### config.mk
export PLATFORM = sky130hd
export DESIGN_NAME = delayed_event_timer_table_top_flat
export DESIGN_NICKNAME = d
export VERILOG_FILES = /design/src/sv/dett_pkg.sv /design/src/sv/dett_if.sv /design/src/sv/dett_ram.sv /design/src/sv/dett_datapath.sv /design/src/sv/dett_ctrl.sv /design/src/sv/delayed_event_timer_table_top.sv /design/src/flat_wrapper.sv
export SDC_FILE = /design/constraint.sdc
export NUM_CORES = 1
export LEC_CHECK = 0
export ABC_AREA = 1
export BUFFER_PORTS_ARGS = -buffer_cell sky130_fd_sc_hd__buf_2
export CAP_MARGIN = 20
export CORE_MARGIN = 1.5
export CORE_UTILIZATION = 56
export DETAILED_ROUTE_END_ITERATION = 10
export PLACE_DENSITY = 0.75
export SYNTH_ARGS = -nofsm -noshare
export SYNTH_HDL_FRONTEND = slang
export SYNTH_HIERARCHICAL = 1
export SYNTH_SLANG_ARGS = --single-unit
### constraint.sdc
create_clock -name clk_i -period 4.9 [get_ports clk_i]
set_clock_uncertainty 0.2 [all_clocks]
set_input_delay 0.98 -clock clk_i [delete_from_list [all_inputs] [get_ports clk_i]]
set_output_delay 0.98 -clock clk_i [all_outputs]
set_load 0.02 [all_outputs]
### src/sv/dett_pkg.sv
package dett_pkg;

  localparam int unsigned OP_W     = 2;
  localparam int unsigned DELAY_W  = 32;
  localparam int unsigned HANDLE_W = 8;
  localparam int unsigned KIND_W   = 2;
  localparam int unsigned WORD_W   = DELAY_W + HANDLE_W;

  typedef enum logic [OP_W-1:0] {
    OP_REGISTER = 2'd0,
    OP_REMOVE   = 2'd1,
    OP_TICK     = 2'd2,
    OP_UNUSED   = 2'd3
  } op_e;

  typedef enum logic [KIND_W-1:0] {
    KIND_ACCEPTED = 2'd0,
    KIND_FULL     = 2'd1,
    KIND_FIRED    = 2'd2,
    KIND_IDLE     = 2'd3
  } kind_e;

  // Commands from the controller to the datapath.
  typedef struct packed {
    logic load;        // capture the input item and clear the walk flags
    logic rd;          // read the slot at the current index
    logic inc_idx;     // step to the next slot
    logic wr_new;      // write delay and handle of the item into the slot
    logic wr_clear;    // write an empty slot
    logic wr_dec;      // write the slot back with its count decremented
    logic set_found;   // a free slot was taken
    logic set_others;  // another slot still holds a nonzero handle
    logic set_active;  // a slot was counted down
    logic take_pend;   // hold the handle of the slot that just fired
    logic push_pend;   // send the held fired handle as a non-final result
    logic push_final;  // send the final result of the item
  } cmd_t;

  // Status from the datapath to the controller.
  typedef struct packed {
    op_e  op;
    logic running;
    logic rem_zero;
    logic hdl_zero;
    logic hdl_match;
    logic dec_zero;
    logic idx_last;
    logic out_free;
    logic pend_valid;
  } sts_t;

endpackage

### src/sv/dett_if.sv
interface dett_in_if;
  logic                             valid;
  logic                             ready;
  logic [dett_pkg::OP_W-1:0]        op;
  logic [dett_pkg::DELAY_W-1:0]     delay_ms;
  logic [dett_pkg::HANDLE_W-1:0]    handle;

  modport source (output valid, output op, output delay_ms, output handle, input ready);
  modport sink   (input valid, input op, input delay_ms, input handle, output ready);
endinterface

interface dett_out_if;
  logic                             valid;
  logic                             ready;
  logic [dett_pkg::KIND_W-1:0]      kind;
  logic [dett_pkg::HANDLE_W-1:0]    fired_handle;
  logic                             last;
  logic                             tick_running;

  modport source (output valid, output kind, output fired_handle, output last,
                  output tick_running, input ready);
  modport sink   (input valid, input kind, input fired_handle, input last,
                  input tick_running, output ready);
endinterface

### src/sv/dett_ram.sv
module dett_ram #(
  parameter int unsigned WIDTH = 8,
  parameter int unsigned DEPTH = 8,
  localparam int unsigned AW = (DEPTH > 1) ? $clog2(DEPTH) : 1
) (
  input  logic             clk_i,
  input  logic             we_i,
  input  logic [AW-1:0]    waddr_i,
  input  logic [WIDTH-1:0] wdata_i,
  input  logic             re_i,
  input  logic [AW-1:0]    raddr_i,
  output logic [WIDTH-1:0] rdata_o
);

  logic [WIDTH-1:0] mem_q [DEPTH];
  logic [WIDTH-1:0] rdata_q;

  always_ff @(posedge clk_i) begin
    if (we_i) begin
      mem_q[waddr_i] <= wdata_i;
    end
    if (re_i) begin
      rdata_q <= mem_q[raddr_i];
    end
  end

  assign rdata_o = rdata_q;

endmodule

### src/sv/dett_datapath.sv
module dett_datapath #(
  parameter int unsigned SLOTS = 8,
  localparam int unsigned IW = (SLOTS > 1) ? $clog2(SLOTS) : 1
) (
  input  logic                          clk_i,
  input  logic                          rst_ni,
  input  dett_pkg::cmd_t                cmd_i,
  output dett_pkg::sts_t                sts_o,
  input  logic [dett_pkg::OP_W-1:0]     in_op_i,
  input  logic [dett_pkg::DELAY_W-1:0]  in_delay_i,
  input  logic [dett_pkg::HANDLE_W-1:0] in_handle_i,
  output logic                          out_valid_o,
  input  logic                          out_ready_i,
  output logic [dett_pkg::KIND_W-1:0]   out_kind_o,
  output logic [dett_pkg::HANDLE_W-1:0] out_handle_o,
  output logic                          out_last_o,
  output logic                          out_running_o
);

  localparam int unsigned DW = dett_pkg::DELAY_W;
  localparam int unsigned HW = dett_pkg::HANDLE_W;

  dett_pkg::op_e   op_q;
  logic [DW-1:0]   delay_q;
  logic [HW-1:0]   handle_q;
  logic            running_q, running_d;
  logic            found_q, others_q, active_q;
  logic            pend_valid_q;
  logic [HW-1:0]   pend_q;
  logic [IW-1:0]   idx_q;
  logic            rd_valid_q;
  logic [SLOTS-1:0] valid_q;

  logic                      out_valid_q;
  logic [dett_pkg::KIND_W-1:0] out_kind_q;
  logic [HW-1:0]             out_handle_q;
  logic                      out_last_q;
  logic                      out_running_q;

  logic [dett_pkg::WORD_W-1:0] rdata;
  logic [dett_pkg::WORD_W-1:0] wdata;
  logic                        we;
  logic [DW-1:0]               rem_r;
  logic [HW-1:0]               hdl_r;
  logic                        out_free;

  dett_pkg::kind_e final_kind;
  logic [HW-1:0]   final_handle;

  dett_ram #(
    .WIDTH (dett_pkg::WORD_W),
    .DEPTH (SLOTS)
  ) u_slots (
    .clk_i   (clk_i),
    .we_i    (we),
    .waddr_i (idx_q),
    .wdata_i (wdata),
    .re_i    (cmd_i.rd),
    .raddr_i (idx_q),
    .rdata_o (rdata)
  );

  // A slot that was never written reads as empty.
  assign rem_r = rd_valid_q ? rdata[DW-1:0] : '0;
  assign hdl_r = rd_valid_q ? rdata[dett_pkg::WORD_W-1:DW] : '0;

  assign we = cmd_i.wr_new | cmd_i.wr_clear | cmd_i.wr_dec;

  always_comb begin
    if (cmd_i.wr_new) begin
      wdata = {handle_q, delay_q};
    end else if (cmd_i.wr_dec) begin
      wdata = {hdl_r, rem_r - DW'(1)};
    end else begin
      wdata = '0;
    end
  end

  assign out_free = !out_valid_q || out_ready_i;

  always_comb begin
    final_kind   = dett_pkg::KIND_ACCEPTED;
    final_handle = '0;
    running_d    = running_q;
    case (op_q)
      dett_pkg::OP_REGISTER: begin
        final_kind = found_q ? dett_pkg::KIND_ACCEPTED : dett_pkg::KIND_FULL;
        if (found_q) begin
          running_d = 1'b1;
        end
      end
      dett_pkg::OP_REMOVE: begin
        if (!others_q) begin
          running_d = 1'b0;
        end
      end
      dett_pkg::OP_TICK: begin
        if (pend_valid_q) begin
          final_kind   = dett_pkg::KIND_FIRED;
          final_handle = pend_q;
        end else begin
          final_kind = dett_pkg::KIND_IDLE;
        end
        if (!active_q) begin
          running_d = 1'b0;
        end
      end
      default: begin
        final_kind = dett_pkg::KIND_ACCEPTED;
      end
    endcase
  end

  always_ff @(posedge clk_i or negedge rst_ni) begin
    if (!rst_ni) begin
      running_q    <= 1'b0;
      found_q      <= 1'b0;
      others_q     <= 1'b0;
      active_q     <= 1'b0;
      pend_valid_q <= 1'b0;
      idx_q        <= '0;
      rd_valid_q   <= 1'b0;
      valid_q      <= '0;
      out_valid_q  <= 1'b0;
    end else begin
      if (cmd_i.load) begin
        found_q      <= 1'b0;
        others_q     <= 1'b0;
        active_q     <= 1'b0;
        pend_valid_q <= 1'b0;
        idx_q        <= '0;
      end
      if (cmd_i.inc_idx) begin
        idx_q <= idx_q + IW'(1);
      end
      if (cmd_i.rd) begin
        rd_valid_q <= valid_q[idx_q];
      end
      if (we) begin
        valid_q[idx_q] <= 1'b1;
      end
      if (cmd_i.set_found) begin
        found_q <= 1'b1;
      end
      if (cmd_i.set_others) begin
        others_q <= 1'b1;
      end
      if (cmd_i.set_active) begin
        active_q <= 1'b1;
      end
      if (cmd_i.take_pend) begin
        pend_valid_q <= 1'b1;
      end
      if (cmd_i.push_final) begin
        running_q <= running_d;
      end
      if (cmd_i.push_pend || cmd_i.push_final) begin
        out_valid_q <= 1'b1;
      end else if (out_ready_i) begin
        out_valid_q <= 1'b0;
      end
    end
  end

  always_ff @(posedge clk_i) begin
    if (cmd_i.load) begin
      op_q     <= dett_pkg::op_e'(in_op_i);
      delay_q  <= in_delay_i;
      handle_q <= in_handle_i;
    end
    if (cmd_i.take_pend) begin
      pend_q <= hdl_r;
    end
    if (cmd_i.push_pend) begin
      out_kind_q    <= dett_pkg::KIND_FIRED;
      out_handle_q  <= pend_q;
      out_last_q    <= 1'b0;
      out_running_q <= running_q;
    end else if (cmd_i.push_final) begin
      out_kind_q    <= final_kind;
      out_handle_q  <= final_handle;
      out_last_q    <= 1'b1;
      out_running_q <= running_d;
    end
  end

  assign sts_o.op         = op_q;
  assign sts_o.running    = running_q;
  assign sts_o.rem_zero   = (rem_r == '0);
  assign sts_o.hdl_zero   = (hdl_r == '0);
  assign sts_o.hdl_match  = (hdl_r == handle_q);
  assign sts_o.dec_zero   = (rem_r == DW'(1));
  assign sts_o.idx_last   = (idx_q == IW'(SLOTS - 1));
  assign sts_o.out_free   = out_free;
  assign sts_o.pend_valid = pend_valid_q;

  assign out_valid_o   = out_valid_q;
  assign out_kind_o    = out_kind_q;
  assign out_handle_o  = out_handle_q;
  assign out_last_o    = out_last_q;
  assign out_running_o = out_running_q;

endmodule

### src/sv/dett_ctrl.sv
module dett_ctrl (
  input  logic           clk_i,
  input  logic           rst_ni,
  input  logic           in_valid_i,
  output logic           in_ready_o,
  input  dett_pkg::sts_t sts_i,
  output dett_pkg::cmd_t cmd_o
);

  typedef enum logic [2:0] {
    ST_IDLE,
    ST_START,
    ST_READ,
    ST_EVAL,
    ST_FINISH
  } state_e;

  state_e state_q, state_d;
  logic   fire;

  assign in_ready_o = (state_q == ST_IDLE);

  // The slot counts down to zero on this tick.
  assign fire = !sts_i.rem_zero && !sts_i.hdl_zero && sts_i.dec_zero;

  always_comb begin
    cmd_o   = '0;
    state_d = state_q;
    case (state_q)
      ST_IDLE: begin
        if (in_valid_i) begin
          cmd_o.load = 1'b1;
          state_d    = ST_START;
        end
      end
      ST_START: begin
        case (sts_i.op)
          dett_pkg::OP_REGISTER, dett_pkg::OP_REMOVE: state_d = ST_READ;
          dett_pkg::OP_TICK: state_d = sts_i.running ? ST_READ : ST_FINISH;
          default: state_d = ST_FINISH;
        endcase
      end
      ST_READ: begin
        cmd_o.rd = 1'b1;
        state_d  = ST_EVAL;
      end
      ST_EVAL: begin
        state_d = sts_i.idx_last ? ST_FINISH : ST_READ;
        case (sts_i.op)
          dett_pkg::OP_REGISTER: begin
            if (sts_i.rem_zero) begin
              cmd_o.wr_new    = 1'b1;
              cmd_o.set_found = 1'b1;
              state_d         = ST_FINISH;
            end
          end
          dett_pkg::OP_REMOVE: begin
            if (sts_i.hdl_match) begin
              cmd_o.wr_clear = 1'b1;
            end else if (!sts_i.hdl_zero) begin
              cmd_o.set_others = 1'b1;
            end
          end
          default: begin
            if (fire && sts_i.pend_valid && !sts_i.out_free) begin
              // The earlier fired handle cannot leave yet, so hold this slot.
              state_d = ST_EVAL;
            end else if (!sts_i.rem_zero && !sts_i.hdl_zero) begin
              cmd_o.wr_dec     = 1'b1;
              cmd_o.set_active = 1'b1;
              if (fire) begin
                cmd_o.take_pend = 1'b1;
                cmd_o.push_pend = sts_i.pend_valid;
              end
            end
          end
        endcase
        if (state_d == ST_READ) begin
          cmd_o.inc_idx = 1'b1;
        end
      end
      ST_FINISH: begin
        if (sts_i.out_free) begin
          cmd_o.push_final = 1'b1;
          state_d          = ST_IDLE;
        end
      end
      default: begin
        state_d = ST_IDLE;
      end
    endcase
  end

  always_ff @(posedge clk_i or negedge rst_ni) begin
    if (!rst_ni) begin
      state_q <= ST_IDLE;
    end else begin
      state_q <= state_d;
    end
  end

endmodule

### src/sv/delayed_event_timer_table_top.sv
// Table of one-shot delay timers.
//
// Items arrive on in_i: op selects register (delay_ms and handle go into the
// lowest slot whose count is zero), remove (every slot holding handle is
// cleared) or tick (each active slot counts down once). Results leave on
// out_o, one or more per item; last marks the final result of an item and
// tick_running shows whether the tick source is enabled after the item.
// A tick reports every handle whose count reaches zero, in slot order.
//
// The block works on one item at a time. The slots live in a RAM with one
// read port and one write port that is walked slot by slot (read, then
// evaluate and write back), so a running tick or a remove visits every
// slot and a register stops at the first free slot. A stalled
// receiver holds the output register; the walk pauses while a second fired
// handle waits for the first to leave, and the final result waits as well.
// Each transfer on out_o frees the output register for the next result.
//
// Reset clears the per-slot valid bits, so every slot reads as empty, stops
// the tick source and drops any pending result. No clearing pass is needed.
module delayed_event_timer_table_top #(
  parameter int unsigned SLOTS = 8
) (
  input  logic              clk_i,
  input  logic              rst_ni,
  dett_in_if.sink           in_i,
  dett_out_if.source        out_o
);

  dett_pkg::cmd_t cmd;
  dett_pkg::sts_t sts;

  // The controller sequences the slot walk; the datapath holds the slots,
  // the walk flags and the output register.
  dett_ctrl u_ctrl (
    .clk_i      (clk_i),
    .rst_ni     (rst_ni),
    .in_valid_i (in_i.valid),
    .in_ready_o (in_i.ready),
    .sts_i      (sts),
    .cmd_o      (cmd)
  );

  dett_datapath #(
    .SLOTS (SLOTS)
  ) u_datapath (
    .clk_i         (clk_i),
    .rst_ni        (rst_ni),
    .cmd_i         (cmd),
    .sts_o         (sts),
    .in_op_i       (in_i.op),
    .in_delay_i    (in_i.delay_ms),
    .in_handle_i   (in_i.handle),
    .out_valid_o   (out_o.valid),
    .out_ready_i   (out_o.ready),
    .out_kind_o    (out_o.kind),
    .out_handle_o  (out_o.fired_handle),
    .out_last_o    (out_o.last),
    .out_running_o (out_o.tick_running)
  );

endmodule

### src/flat_wrapper.sv
// flat-port wrapper written by rule: the top's interface ports become plain ports
module delayed_event_timer_table_top_flat 
#(
  parameter int unsigned SLOTS = 8
)
  (clk_i, rst_ni, in_i_valid, in_i_op, in_i_delay_ms, in_i_handle, in_i_ready, out_o_valid, out_o_kind, out_o_fired_handle, out_o_last, out_o_tick_running, out_o_ready);
  dett_in_if in_i_i ();
  dett_out_if out_o_i ();
  input  logic clk_i;
  input  logic rst_ni;
  input wire logic [$bits(in_i_i.valid)-1:0] in_i_valid;
  input wire logic [$bits(in_i_i.op)-1:0] in_i_op;
  input wire logic [$bits(in_i_i.delay_ms)-1:0] in_i_delay_ms;
  input wire logic [$bits(in_i_i.handle)-1:0] in_i_handle;
  output wire logic [$bits(in_i_i.ready)-1:0] in_i_ready;
  output wire logic [$bits(out_o_i.valid)-1:0] out_o_valid;
  output wire logic [$bits(out_o_i.kind)-1:0] out_o_kind;
  output wire logic [$bits(out_o_i.fired_handle)-1:0] out_o_fired_handle;
  output wire logic [$bits(out_o_i.last)-1:0] out_o_last;
  output wire logic [$bits(out_o_i.tick_running)-1:0] out_o_tick_running;
  input wire logic [$bits(out_o_i.ready)-1:0] out_o_ready;
  assign in_i_i.valid = in_i_valid;
  assign in_i_i.op = in_i_op;
  assign in_i_i.delay_ms = in_i_delay_ms;
  assign in_i_i.handle = in_i_handle;
  assign in_i_ready = in_i_i.ready;
  assign out_o_valid = out_o_i.valid;
  assign out_o_kind = out_o_i.kind;
  assign out_o_fired_handle = out_o_i.fired_handle;
  assign out_o_last = out_o_i.last;
  assign out_o_tick_running = out_o_i.tick_running;
  assign out_o_i.ready = out_o_ready;
  delayed_event_timer_table_top #(.SLOTS(SLOTS)) u_core (.clk_i(clk_i), .rst_ni(rst_ni), .in_i(in_i_i), .out_o(out_o_i));
endmodule
# Yosys cells after proc, flatten, opt, wreduce, memory -nomap -nowiden
# Memories as Yosys holds them, arrays and structs flattened. A register that Yosys moved wholly into a read port is not among the register bits.
# Index checks and enable logic that the tools add are counted.
# word_totals
reg_bits	83
ram_bits	320
in_bits	46
n_memories	1
# classes
n_addsub	2
n_lt_le_gt_ge	2
n_eq_ne	12
n_mux	63
bitwise_logic	3
n_reduce_logical	24
# mem_list
memory	words	word_bits	read_ports	rd_ports_with_merged_regs	wr	line	text
u_core.u_datapath.u_slots.mem_q	8	40	1	1	1	dett_ram.sv:15	logic [WIDTH-1:0] mem_q [DEPTH];
# ops
op	n
$mux 40	2
$mux 8	5
$mux 3	12
$mux 1	34
$eq 32x1->1 const B	1
$logic_not 32->1	1
$mux 32	1
$sub 32x1->32 const B	1
$pmux 3 s5	1
$reduce_bool 2->1	7
$pmux 3 s2	2
$eq 3x2->1 const B	3
$mux 9	1
$eq 8x8->1	1
$logic_not 8->1	1
$or 8x8->8	1
$eq 3x3->1 const B	2
$logic_and 1x1->1	5
$logic_not 1->1	4
$lt 3x4->1 const B	1
$ne 2x2->1 const B	2
$pmux 2 s2	1
$add 3x1->3 const B	1
$bmux 1 s3	1
other kinds (13)	15

# Longest topological paths before layout
# Gate-level depths: netlist (run 1).
# logic_depth
ltp_word	17
mapped_depth	21

# By module
# Netlist (run 1), hierarchy kept.
# by_module_without_submodules
mod	n_inst	cells_each	area_each_um2
dett_ram	1	1441	15199.6
dett_datapath	1	567	4608.2
dett_ctrl	1	58	339.1

# Least setup slack after synthesis (run 1)
# No wires, ideal clock.
# synth_path
path_type	flip-flop to flip-flop
startpoint	reg u_core.u_datapath.rd_valid_q
endpoint	mem u_core/u_datapath/u_slots/mem_q[1][0] (netlist name), enable pin
setup_ps	438
arrival_ps	3977
setup_slack_ps	285
stages_incl_launch_ff	21
period_less_slack_ps	4615
path_cell_list	dfrtp_1 -> buf_6 -> nand2_1 -> ha_1 -> inv_1 -> nor2_4 -> nand2_2 -> nor2_4 -> inv_2 -> nor2_1 -> inv_1 -> nand2_1 -> nor2_1 -> nand2_1 -> nand2_1 -> nor2_1 -> buf_4 -> nor3_1 -> inv_1 -> nand2_1 -> nor2_1
# synth_rtl
item	line	text
start, declared	dett_datapath.sv:31	logic rd_valid_q;
start signal, assigned	dett_datapath.sv:137	rd_valid_q <= valid_q[idx_q];
end, declared	dett_ram.sv:15	

==> flow_summary_export.csv, run 1 <==
group,metric,value,unit
die,ios,60,
timing,final.setup.tns,0,ns
clocking,cts-root-buf,"sky130_fd_sc_hd__clkbuf_16",
synthesis,synthesis.area,0.02015,mm2
finish,layout.cells.most_common_list,"sky130_fd_sc_hd__nand2_1, sky130_fd_sc_hd__edfxtp_1, sky130_fd_sc_hd__inv_1",
routing,post_drt_wl_per_cell,17.97,um
routing,drc,0,
routing,dr_total_vias,13860,
die,row_count,69,
synthesis,synth_fp_nets,2119,
worst_setup_path,crit_required,4.94,ns
outcome,outcome,"complete, no violations",
power_and_ir_drop,internal_power,7.812,mW
placement,dp.cells,2540,
timing,clock.fmax,231.2,MHz
clocking,htree_levels,2,
clocking,clock_latency_on_the_worst_skew_pair,0.55,ns
die,core_area,0.03548,mm2
power_and_ir_drop,vdd_ir_drop_max,0.3485,mV
clocking,cts.repair_timing.setup_buffer_count,0,
global_route,grt_overflow,0,
timing,report.final.setup_viol,0,
global_route,wire_length_of_the_first_global_routing_pass,74130,um
synthesis,synth_cells,2066,
routing,first_pass_iters,6,
power_and_ir_drop,power.share.switching,36.18,%
worst_setup_path,critical_path.reg2reg.startpoint,"u_core/u_datapath/rd_valid_q",
worst_setup_path,regToRegEndpoint,"u_core/u_datapath/u_slots/mem_q[4][26]",
job,maxCapViolCount,0,
timing,final-hold-violation-count,0,
timing,max_slew_margin,37.22,%
synthesis,yosysWarningCount,6,
finish,layout-area-overhead-vs-synth,11.37,%
synthesis,yosys_register_bits,443,
min_path,holdCritPathClass,"in -> async",
placement,place.gp.congestion,0.9318,
power_and_ir_drop,cellLeakagePower,10.22,nW
routing,postRouteWirelength,47110,um
finish,stdcell_count,2622,
finish,final_net_count,2179,
synthesis,xor_xnor_share_of_the_synthesized_area,0.5217,%
finish,antenna-diode-count,0,
die,fp.dieW,192.7,um
routing,post_drt_via_cell_ratio,5.285,
global_route,antenna_violations_before_repair,0,
global_route,grt_pass1_vias,13700,
finish,final_cell_area,0.02244,mm2
synthesis,synth_fa_ha_area_share,0.4347,%
power_and_ir_drop,power_frac_comb,30.1,%
worst_setup_path,startpoint,"u_core/u_datapath/rd_valid_q",
synthesis,syn_avg_cell_area,9.752,um2
placement,placement.io_buffers,59,
clocking,tritoncts_clock_tree,"yes",
die,initial_core_util,56.78,%
synthesis,post_synthesis_compound_gate_area_fraction,1.621,%
timing,fin_crit,4.326,ns
placement,post_dp_cell_area,0.02100,mm2
routing,dr.first_iter.drc_count,1591,
worst_setup_path,reg2reg_slack,0.57,ns
finish,most_common_library_cell_in_the_layout_ignoring_fill_and_taps,"sky130_fd_sc_hd__nand2_1",
synthesis,largest_family_of_logic_cells_by_synthesized_area,"simple AND/OR/NAND/NOR gates",
clocking,post_cts_resized,0,
timing,final_min_period_over_clock_period,88.28,%
placement,place.detailed.hpwl,28940,um
timing,worstMarginPinSlew,0.9365,ns
power_and_ir_drop,power.density,545.6,mW/mm2
worst_setup_path,critical_path_class,"reg -> reg",
timing,slew_viol_final,0,
power_and_ir_drop,seq_power_share,42.6,%
finish,layout.filler_cells,2724,
power_and_ir_drop,net-switching-power,4.429,mW
worst_setup_path,worst_setup_path_end_kind,"flop",
clocking,numClockSinks,443,
timing,setup_repair_after_global_routing_missed_its_margin,"no",
power_and_ir_drop,p_clk_share,27.4,%
worst_setup_path,reg2regPathDepth,18,
worst_setup_path,timing.critical_path.from_type,"flop",
clocking,cts-hold-fix-buffers,0,
clocking,clk_transition_reported_paths,0.06,ns
global_route,grt_max_degree,98,
worst_setup_path,critical_path_arrival,4.37,ns
synthesis,post_synth_mux_area_share,0,%
die,die_area,0.03712,mm2
synthesis,synth_cell_types,41,
synthesis,synth.yosys.seq_area_share,65.36,%
routing,postRouteAntennaNets,0,
synthesis,synth_simple_gate_area_share,22.05,%
finish,layout_cell_share_with_drive_strength_beyond_1,14.44,%
clocking,cts_max_path_buffers,3,
die,die_y,192.7,um
clocking,tritoncts.num_buffers,45,
global_route,grt.total_usage,26.37,%
worst_setup_path,worst-path-max-fanout,30,
## critical path, cell delays in order (launching register included)
cell,delay [ns]
sky130_fd_sc_hd__dfrtp_2,0.62
sky130_fd_sc_hd__buf_4,0.30
sky130_fd_sc_hd__nand2_1,0.14
sky130_fd_sc_hd__nand2_1,0.10
sky130_fd_sc_hd__nor2_2,0.18
sky130_fd_sc_hd__and2_1,0.19
sky130_fd_sc_hd__nand3_1,0.12
sky130_fd_sc_hd__nor2_1,0.32
sky130_fd_sc_hd__inv_1,0.07
sky130_fd_sc_hd__nand2_1,0.10
sky130_fd_sc_hd__nor2_1,0.07
sky130_fd_sc_hd__nand2_1,0.06
sky130_fd_sc_hd__nand2_1,0.08
sky130_fd_sc_hd__nor2_1,0.21
sky130_fd_sc_hd__nor3_1,0.12
sky130_fd_sc_hd__inv_1,0.16
sky130_fd_sc_hd__nand2_1,0.26
sky130_fd_sc_hd__nor2_4,0.48
sky130_fd_sc_hd__buf_12,0.22
## power groups by stage
| stage | logic (mW) | clock network [mW] | registers [mW] |
|---|---|---|---|
| after floorplan | 2.79 | 0 | 5.10 |
| after global placement | 3.55 | 0 | 5.28 |
| after detailed placement | 3.63 | 0 | 5.27 |
| after CTS | 3.66 | 3.39 | 5.20 |
| after global routing | 4.13 | 3.54 | 5.25 |
| final | 3.68 | 3.35 | 5.21 |
## cells in the mapped netlist
cell type | instances | area (um2)
sky130_fd_sc_hd__nor2_1 | 63 | 236.5
sky130_fd_sc_hd__nor2_2 | 5 | 31.28
sky130_fd_sc_hd__buf_6 | 10 | 112.6
sky130_fd_sc_hd__dfxtp_1 | 3 | 60.06
sky130_fd_sc_hd__buf_1 | 4 | 15.01
sky130_fd_sc_hd__buf_2 | 35 | 175.2
sky130_fd_sc_hd__o22ai_1 | 7 | 43.79
sky130_fd_sc_hd__nor4_1 | 2 | 12.51
sky130_fd_sc_hd__o21bai_1 | 2 | 15.01
sky130_fd_sc_hd__clkbuf_1 | 17 | 63.81
sky130_fd_sc_hd__a32o_1 | 1 | 10.01
sky130_fd_sc_hd__a41o_1 | 2 | 20.02
sky130_fd_sc_hd__o211ai_1 | 1 | 7.510
sky130_fd_sc_hd__inv_2 | 103 | 386.6
sky130_fd_sc_hd__nor4_2 | 1 | 12.51
sky130_fd_sc_hd__nor3_1 | 6 | 30.03
sky130_fd_sc_hd__a21o_1 | 3 | 22.52
sky130_fd_sc_hd__nand2_4 | 3 | 33.78
sky130_fd_sc_hd__a21oi_1 | 7 | 35.03
sky130_fd_sc_hd__clkinv_1 | 1 | 3.750
sky130_fd_sc_hd__xor2_1 | 8 | 70.07
sky130_fd_sc_hd__nor3_2 | 2 | 20.02
sky130_fd_sc_hd__inv_4 | 1 | 6.260
sky130_fd_sc_hd__edfxtp_1 | 419 | 12580
sky130_fd_sc_hd__dfrtp_1 | 21 | 525.5
sky130_fd_sc_hd__buf_4 | 12 | 90.09
sky130_fd_sc_hd__buf_8 | 1 | 15.01
sky130_fd_sc_hd__xnor2_1 | 4 | 35.03
sky130_fd_sc_hd__inv_1 | 306 | 1149
sky130_fd_sc_hd__or2_2 | 1 | 6.260
sky130_fd_sc_hd__nand4_1 | 7 | 43.79
sky130_fd_sc_hd__ha_1 | 7 | 87.58
sky130_fd_sc_hd__nand3_1 | 212 | 1061
sky130_fd_sc_hd__and2_1 | 2 | 12.51
sky130_fd_sc_hd__nand2_1 | 728 | 2733
sky130_fd_sc_hd__nand3b_1 | 3 | 22.52
sky130_fd_sc_hd__o21ai_0 | 31 | 155.2
sky130_fd_sc_hd__nand2_2 | 14 | 87.58
sky130_fd_sc_hd__o41ai_1 | 2 | 17.52
sky130_fd_sc_hd__nor2_4 | 8 | 90.09
sky130_fd_sc_hd__nand3_2 | 1 | 10.01
## routing by layer
metal | global-route usage [%] | routed length (um) | vias to the layer above
met5 | 0 | 0 | -
met4 | 8.915 | 1234 | 0
met3 | 4.019 | 3922 | 94
met2 | 43.63 | 22710 | 592
met1 | 35.73 | 19250 | 6517
li1 | - | - | 6654
## state kept, by name, indices dropped and copies added, names as in the netlist
signal,flops
u_core/u_ctrl/state_q,3
u_core/u_datapath/active_q,1
u_core/u_datapath/delay_q,32
u_core/u_datapath/found_q,1
u_core/u_datapath/handle_q,8
u_core/u_datapath/idx_q,3
u_core/u_datapath/op_q,2
u_core/u_datapath/others_q,1
u_core/u_datapath/out_handle_o,8
u_core/u_datapath/out_kind_o,2
u_core/u_datapath/out_last_o,1
u_core/u_datapath/out_running_o,1
u_core/u_datapath/out_valid_o,1
u_core/u_datapath/pend_q,8
u_core/u_datapath/pend_valid_q,1
u_core/u_datapath/rd_valid_q,1
u_core/u_datapath/running_q,1
u_core/u_datapath/u_slots/mem_q,320
u_core/u_datapath/u_slots/rdata_o,40
u_core/u_datapath/valid_q,8
## through the flow
step                      setup slack (ns)  util [%]  hold WS, ns  power (mW)
final                               0.5742     63.24       0.2186       12.24
after global routing                0.2949     63.24       0.2458       12.92
after CTS                           0.6143     63.24       0.2195       12.25
after detailed placement            0.6406     59.17       0.2474       8.906
after global placement              0.7596     59.17       0.2300       8.829
after floorplan                     0.2850         -       0.2156       7.884
## layout make-up
cell class | instances | area [um2] | area share [%]
sequential | 443 | 13180 | 58.72
multi-input combinational | 1133 | 5042 | 22.47
inverter | 411 | 1545 | 6.887
clock buffer | 54 | 1202 | 5.359
timing repair buffer | 92 | 655.6 | 2.922
tap | 461 | 576.8 | 2.571
clock inverter | 28 | 240.2 | 1.071
## cell families after synthesis
family                   Yosys count
AO/OA/AOI/OAI                     56
XOR/XNOR                          12
adder cells (fa/ha/maj)            7
buffers and inverters            490
flip-flops                       443
AND/OR/NAND/NOR                 1058
## how the worst max path moves through the flow
stage | slack (ns) | end | cells after the start
after floorplan | 0.28 | u_core/u_datapath/u_slots/mem_q[1][0] | 20
after global placement | 0.76 | u_core/u_datapath/u_slots/mem_q[4][3] | 18
after detailed placement | 0.64 | u_core/u_datapath/u_slots/mem_q[4][3] | 18
after CTS | 0.61 | u_core/u_datapath/u_slots/mem_q[4][22] | 18
after global routing | 0.29 | u_core/u_datapath/u_slots/mem_q[4][26] | 18
final | 0.57 | u_core/u_datapath/u_slots/mem_q[4][26] | 18
Power figures use the tool's default switching activity.
==> inputs of run 2 (changes only) <==
--- a/config.mk
+++ b/config.mk
@@ -8,6 +8,7 @@
 export ABC_AREA = 1
 export BUFFER_PORTS_ARGS = -buffer_cell sky130_fd_sc_hd__buf_2
 export CAP_MARGIN = 20
+export CORE_ASPECT_RATIO = 0.75
 export CORE_MARGIN = 1.5
 export CORE_UTILIZATION = 56
 export DETAILED_ROUTE_END_ITERATION = 10
==> run 2 against run 1 <==
Global-route usage rose by 0.37 points. Largest cell class unchanged. Highest routed layer unchanged. Sequential share of layout area rose by 0.18 points. Cell count fell by 0.11%.
==> flow_summary_export.csv, run 2 (same netlist as run 1, synthesis figures left out) <==
group,metric,value,unit
outcome,outcome,"complete, no violations",
power_and_ir_drop,vdd_ir_drop_max,0.3806,mV
routing,drc,0,
clocking,htree_levels,2,
placement,place.gp.congestion,0.9476,
die,die_y,167.3,um
worst_setup_path,cp_cell_sequence,"buf_4, buf_4, nand2_1, nand2_1, nor3_1, nand3_1, nor2_1, inv_1, nand2_1, nor2_1, nand2_1, nand2_1, nor2_1, nor3_1, inv_1, nand2_1, nor2_4, buf_4",
timing,fin_crit,4.457,ns
worst_setup_path,startpoint,"u_core/u_datapath/rd_valid_q",
min_path,holdCritPathClass,"in -> async",
placement,placement.io_buffers,59,
clocking,clock_latency_on_the_worst_skew_pair,0.56,ns
placement,dp.cells,2538,
worst_setup_path,crit_required,4.95,ns
die,core_area,0.03506,mm2
worst_setup_path,capture_point_of_the_worst_path,"u_core/u_datapath/u_slots/mem_q[6][30]",
finish,largest_register_ffs,320,
clocking,numClockSinks,443,
timing,worstMarginPinSlew,1.139,ns
worst_setup_path,cpMaxStageDelayCell,"sky130_fd_sc_hd__dfrtp_2",
worst_setup_path,regToRegEndpoint,"u_core/u_datapath/u_slots/mem_q[6][30]",
placement,place.detailed.hpwl,30330,um
routing,post_drt_wl_per_cell,18.76,um
clocking,cts.repair_timing.setup_buffer_count,0,
job,maxCapViolCount,0,
worst_setup_path,critical_path.reg2reg.startpoint,"u_core/u_datapath/rd_valid_q",
finish,layout.filler_cells,2640,
finish,layout_cell_share_with_drive_strength_beyond_1,14.62,%
die,fp.dieW,222.0,um
finish,layout.cells.most_common_list,"sky130_fd_sc_hd__nand2_1, sky130_fd_sc_hd__edfxtp_1, sky130_fd_sc_hd__inv_1",
worst_setup_path,worst_setup_path_end_kind,"flop",
timing,setup_repair_after_global_routing_missed_its_margin,"no",
worst_setup_path,critical_path_arrival,4.51,ns
worst_setup_path,cp_common_cell,"sky130_fd_sc_hd__nand2_1",
clocking,cts_max_path_buffers,3,
finish,layout-area-overhead-vs-synth,11.04,%
routing,dr_total_vias,14100,
timing,final-hold-violation-count,0,
finish,final_cell_area,0.02237,mm2
timing,max_slew_margin,24.04,%
placement,post_dp_cell_area,0.02093,mm2
worst_setup_path,reg2regPathDepth,18,
clocking,tritoncts_clock_tree,"yes",
timing,final.setup.tns,0,ns
routing,postRouteAntennaNets,0,
clocking,post_cts_resized,0,
routing,dr.first_iter.drc_count,1591,
worst_setup_path,worst-path-max-fanout,25,
clocking,cts-hold-fix-buffers,0,
clocking,clk_transition_reported_paths,0.06,ns
worst_setup_path,reg2reg_slack,0.44,ns
die,die_area,0.03714,mm2
clocking,tritoncts.num_buffers,43,
finish,stdcell_count,2619,
finish,largest_register,"u_core/u_datapath/u_slots/mem_q",
global_route,grt_max_degree,91,
global_route,wire_length_of_the_first_global_routing_pass,75110,um
power_and_ir_drop,cellLeakagePower,10.20,nW
global_route,grt_pass1_vias,13320,
timing,report.final.setup_viol,0,
finish,most_common_library_cell_in_the_layout_ignoring_fill_and_taps,"sky130_fd_sc_hd__nand2_1",
timing,clock.fmax,224.4,MHz
die,initial_core_util,57.46,%
die,ios,60,
routing,first_pass_iters,6,
die,row_count,59,
routing,post_drt_via_cell_ratio,5.384,
global_route,antenna_violations_before_repair,1,
timing,slew_viol_final,0,
worst_setup_path,critical_path_class,"reg -> reg",
power_and_ir_drop,report.power.total,12.39,mW
timing,final_min_period_over_clock_period,90.96,%
clocking,cts-root-buf,"sky130_fd_sc_hd__clkbuf_16",
worst_setup_path,cp_slowest_stage_delay,0.60,ns
global_route,grt.total_usage,26.74,%
finish,final_net_count,2179,
power_and_ir_drop,power.density,553.8,mW/mm2
routing,postRouteWirelength,49120,um
global_route,grt_overflow,0,
worst_setup_path,timing.critical_path.from_type,"flop",
==> run 2: changes by cell type in the layout (fill, tap and decap cells not counted) <==
cell,before,now
sky130_fd_sc_hd__clkinv_2,11,9
sky130_fd_sc_hd__clkinv_1,10,7
sky130_fd_sc_hd__clkinvlp_4,3,5
sky130_fd_sc_hd__buf_12,9,3
sky130_fd_sc_hd__inv_8,0,1
sky130_fd_sc_hd__clkbuf_16,47,44
sky130_fd_sc_hd__clkbuf_8,0,1
sky130_fd_sc_hd__clkbuf_1,7,6
sky130_fd_sc_hd__clkinv_4,0,1
sky130_fd_sc_hd__diode_2,0,1
sky130_fd_sc_hd__buf_4,24,32
sky130_fd_sc_hd__bufinv_16,4,5
sky130_fd_sc_hd__clkinv_8,0,1
==> run 2: area by class of cell <==
type	instances	area, um2	area share (%)
multi-input cells	1133	5042	22.54
repair buffers	94	595.6	2.662
clock buffers	51	1137	5.084
flip-flops and latches	443	13180	58.90
inverters	411	1545	6.908
diodes	1	2.502	0.01119
well taps	457	571.8	2.556
clock inverters	29	300.3	1.342
==> run 2: worst min-delay path by stage <==
| stage | to | slack, ns | depth (start not counted) |
|---|---|---|---|
| after floorplan | u_core/u_datapath/valid_q[4] | 0.22 | 2 |
| after global placement | u_core/u_datapath/valid_q[6] | 0.23 | 2 |
| after detailed placement | u_core/u_datapath/valid_q[6] | 0.24 | 2 |
| after CTS | u_core/u_datapath/out_valid_o | 0.19 | 1 |
| after global routing | u_core/u_datapath/out_valid_o | 0.21 | 1 |
| final | u_core/u_datapath/out_valid_o | 0.18 | 1 |
==> run 2: stage by stage <==
stage          utilization [%]  setup slack [ns]  hold slack (ns)
2_1_floorplan                -            0.2850           0.2156
3_3_place_gp             59.69            0.5966           0.2279
3_5_place_dp             59.69            0.5715           0.2373
4_1_cts                  63.79            0.5392           0.1875
5_1_grt                  63.79            0.1983           0.2119
6_report                 63.80            0.4430           0.1821
==> run 2: layer usage <==
metal / routed length [um] / share of wire [%] / GRT usage (%)
met1: 21240 / 43 / 39.09
met2: 21640 / 44 / 40.69
met3: 4956 / 10 / 5.282
met4: 1285 / 2.6 / 8.457
met5: 0 / 0 / 0
==> run 2: report_power, final <==
part | leakage (nW) | switching [mW] | total, mW | internal [mW]
Clock | 0.694 | 1.43 | 3.37 | 1.94
Sequential | 4.10 | 0.329 | 5.17 | 4.85
Combinational | 5.40 | 2.84 | 3.85 | 1.01
==> run 2: critical path, delay by kind of cell, from the launching register on <==
kind / cells / cell delay (ns)
buffers and inverters: 5 / 1.09
flip-flops: 1 / 0.60
AND/OR/NAND/NOR: 13 / 2.26
==> inputs of run 3 (changes only) <==
--- a/config.mk
+++ b/config.mk
@@ -13,6 +13,7 @@
 export CORE_UTILIZATION = 56
 export DETAILED_ROUTE_END_ITERATION = 10
 export PLACE_DENSITY = 0.75
+export REMOVE_ABC_BUFFERS = 1
 export SYNTH_ARGS = -nofsm -noshare
 export SYNTH_HDL_FRONTEND = slang
 export SYNTH_HIERARCHICAL = 1
==> run 3 against run 2 <==
Non-clock buffer count down 5. Combinational power about the same. Global-route usage about the same. Power down 1.9%. Die area unchanged. Flip-flop and latch count unchanged. Setup slack worse by 0.13 ns. Register-to-register slack worse by 0.13 ns. Via count down 1.0%. Critical endpoint is now u_core/u_datapath/u_slots/mem_q[0][19].
==> flow_summary_export.csv, run 3 (same netlist as run 1, synthesis figures left out) <==
group,metric,value,unit
outcome,outcome,"complete, no violations",
timing,final.setup.tns,0,ns
min_path,holdCritPathClass,"in -> async",
routing,dr.first_iter.drc_count,1625,
clocking,htree_levels,2,
finish,most_common_library_cell_in_the_layout_ignoring_fill_and_taps,"sky130_fd_sc_hd__nand2_1",
finish,layout.cells.most_common_list,"sky130_fd_sc_hd__nand2_1, sky130_fd_sc_hd__edfxtp_1, sky130_fd_sc_hd__inv_1",
worst_setup_path,timing.critical_path.from_type,"flop",
worst_setup_path,worst_setup_path_end_kind,"flop",
clocking,numClockSinks,443,
timing,clock.fmax,218.0,MHz
worst_setup_path,critical_path_arrival,4.60,ns
placement,place.detailed.hpwl,29690,um
finish,final_net_count,2173,
die,die_y,167.3,um
global_route,grt.busiest_layer,"met2",
power_and_ir_drop,vdd_ir_drop_max,0.3776,mV
timing,final_min_period_over_clock_period,93.62,%
die,fp.dieW,222.0,um
global_route,antenna_violations_before_repair,0,
worst_setup_path,reg2reg_slack,0.31,ns
finish,layout_cell_share_with_drive_strength_beyond_1,13.95,%
global_route,gr_layer_usage_met1,38.82,%
clocking,cts-hold-fix-buffers,0,
global_route,grt_pass1_vias,13500,
finish,antenna-diode-count,0,
timing,hold-worst-slack,0.1980,ns
die,core_area,0.03506,mm2
clocking,clock_latency_on_the_worst_skew_pair,0.56,ns
finish,layout-area-overhead-vs-synth,10.60,%
routing,drc,0,
clocking,cts.repair_timing.setup_buffer_count,0,
routing,postRouteAntennaNets,0,
global_route,grt_overflow,0,
die,ios,60,
worst_setup_path,startpoint,"u_core/u_datapath/rd_valid_q",
timing,fin_crit,4.587,ns
die,row_count,59,
placement,placement.io_buffers,59,
worst_setup_path,reg2regPathDepth,16,
worst_setup_path,crit_required,4.92,ns
placement,dp.cells,2533,
clocking,post_cts_resized,0,
finish,largest_register,"u_core/u_datapath/u_slots/mem_q",
clocking,cts-root-buf,"sky130_fd_sc_hd__clkbuf_16",
global_route,grt.total_usage,26.73,%
power_and_ir_drop,cellLeakagePower,10.15,nW
finish,largest_register_ffs,320,
die,initial_core_util,57.46,%
routing,dr_total_vias,13960,
clocking,cts_max_path_buffers,3,
clocking,clk_transition_reported_paths,0.07,ns
worst_setup_path,capture_point_of_the_worst_path,"u_core/u_datapath/u_slots/mem_q[0][19]",
global_route,wire_length_of_the_first_global_routing_pass,76020,um
timing,setup_repair_after_global_routing_missed_its_margin,"no",
global_route,grt_max_degree,90,
routing,first_pass_iters,6,
timing,report.final.setup_viol,0,
timing,final-hold-violation-count,0,
job,maxCapViolCount,0,
die,die_area,0.03714,mm2
clocking,tritoncts_clock_tree,"yes",
worst_setup_path,worst-path-max-fanout,37,
worst_setup_path,critical_path.reg2reg.startpoint,"u_core/u_datapath/rd_valid_q",
routing,postRouteWirelength,48390,um
placement,place.gp.congestion,0.9435,
power_and_ir_drop,report.power.total,12.15,mW
timing,max_slew_margin,30.62,%
clocking,tritoncts.num_buffers,42,
finish,stdcell_count,2608,
worst_setup_path,regToRegEndpoint,"u_core/u_datapath/u_slots/mem_q[0][19]",
global_route,gr-usage-met3,5.510,%
power_and_ir_drop,power.density,545.2,mW/mm2
routing,post_drt_via_cell_ratio,5.352,
routing,post_drt_wl_per_cell,18.55,um
timing,worstMarginPinSlew,1.030,ns
worst_setup_path,critical_path_class,"reg -> reg",
timing,slew_viol_final,0,
global_route,globalRouteMet2Util,40.98,%
-- run 3: cell types whose count changed in the layout (fill, tap and decap cells not counted) --
cell	previous run	this run
sky130_fd_sc_hd__buf_4	32	22
sky130_fd_sc_hd__buf_12	3	8
sky130_fd_sc_hd__clkinvlp_4	5	0
sky130_fd_sc_hd__clkbuf_1	6	10
sky130_fd_sc_hd__clkinv_1	7	9
sky130_fd_sc_hd__bufinv_16	5	4
sky130_fd_sc_hd__clkbuf_16	44	43
sky130_fd_sc_hd__clkinv_2	9	8
sky130_fd_sc_hd__clkinv_4	1	0
sky130_fd_sc_hd__clkinv_8	1	0
sky130_fd_sc_hd__diode_2	1	0
sky130_fd_sc_hd__inv_8	1	0
-- run 3: layer usage --
metal,share of wire [%],wire length [um]
met4,2.1,1035
met2,45,21600
met3,10,5077
met1,43,20680
met5,0,0
-- run 3: worst max-delay path, cell delays in order (launching register included) --
cell and delay (ns):
sky130_fd_sc_hd__dfrtp_2 0.53, sky130_fd_sc_hd__buf_4 0.27, sky130_fd_sc_hd__nand2_1 0.15, sky130_fd_sc_hd__nand2_1 0.10, sky130_fd_sc_hd__nor2_2 0.17, sky130_fd_sc_hd__and2_1 0.19
sky130_fd_sc_hd__nand3_1 0.13, sky130_fd_sc_hd__nor2_1 0.26, sky130_fd_sc_hd__nand3_1 0.20, sky130_fd_sc_hd__nor2_4 0.13, sky130_fd_sc_hd__buf_4 0.45, sky130_fd_sc_hd__inv_1 0.26
sky130_fd_sc_hd__nand2_1 0.16, sky130_fd_sc_hd__inv_1 0.35, sky130_fd_sc_hd__buf_4 0.33, sky130_fd_sc_hd__nand3_1 0.11, sky130_fd_sc_hd__nand2_1 0.20
-- run 3: power breakdown --
group | internal, mW | leakage [nW] | switching [mW] | total [mW]
logic | 1.02 | 5.39 | 2.81 | 3.82
clock network | 1.83 | 0.654 | 1.36 | 3.19
registers | 4.85 | 4.10 | 0.286 | 5.13
total | 7.70 | 10.1 | 4.45 | 12.1
-- run 3: worst min path at each step --
stage	start	to	slack (ns)
2_1_floorplan	u_core/u_datapath/valid_q[4]	u_core/u_datapath/valid_q[4]	0.22
3_3_place_gp	u_core/u_datapath/valid_q[2]	u_core/u_datapath/valid_q[2]	0.24
3_5_place_dp	u_core/u_datapath/valid_q[3]	u_core/u_datapath/valid_q[3]	0.25
4_1_cts	rst_ni	u_core/u_datapath/rd_valid_q	0.19
5_1_grt	rst_ni	u_core/u_datapath/rd_valid_q	0.23
6_report	rst_ni	u_core/u_ctrl/state_q[0]	0.20
-- run 3: through the flow --
step / util (%) / setup slack [ns] / area (um2)
global placement: 59.76 / 0.5229 / 20960
CTS: 63.54 / 0.3744 / 22280
finish: 63.54 / 0.3127 / 22280
detailed placement: 59.76 / 0.4136 / 20960
floorplan: - / -1.467 / 19680
global route: 63.54 / 0.003790 / 22280
-- run 3: area by class of cell --
cell class	instances	area, um2
clock buffer	54	1127
clock inverter	21	198.9
fill	2731	12780
inverter	411	1545
multi-input combinational	1133	5042
sequential	443	13180
tap	457	571.8
timing repair buffer	89	620.6
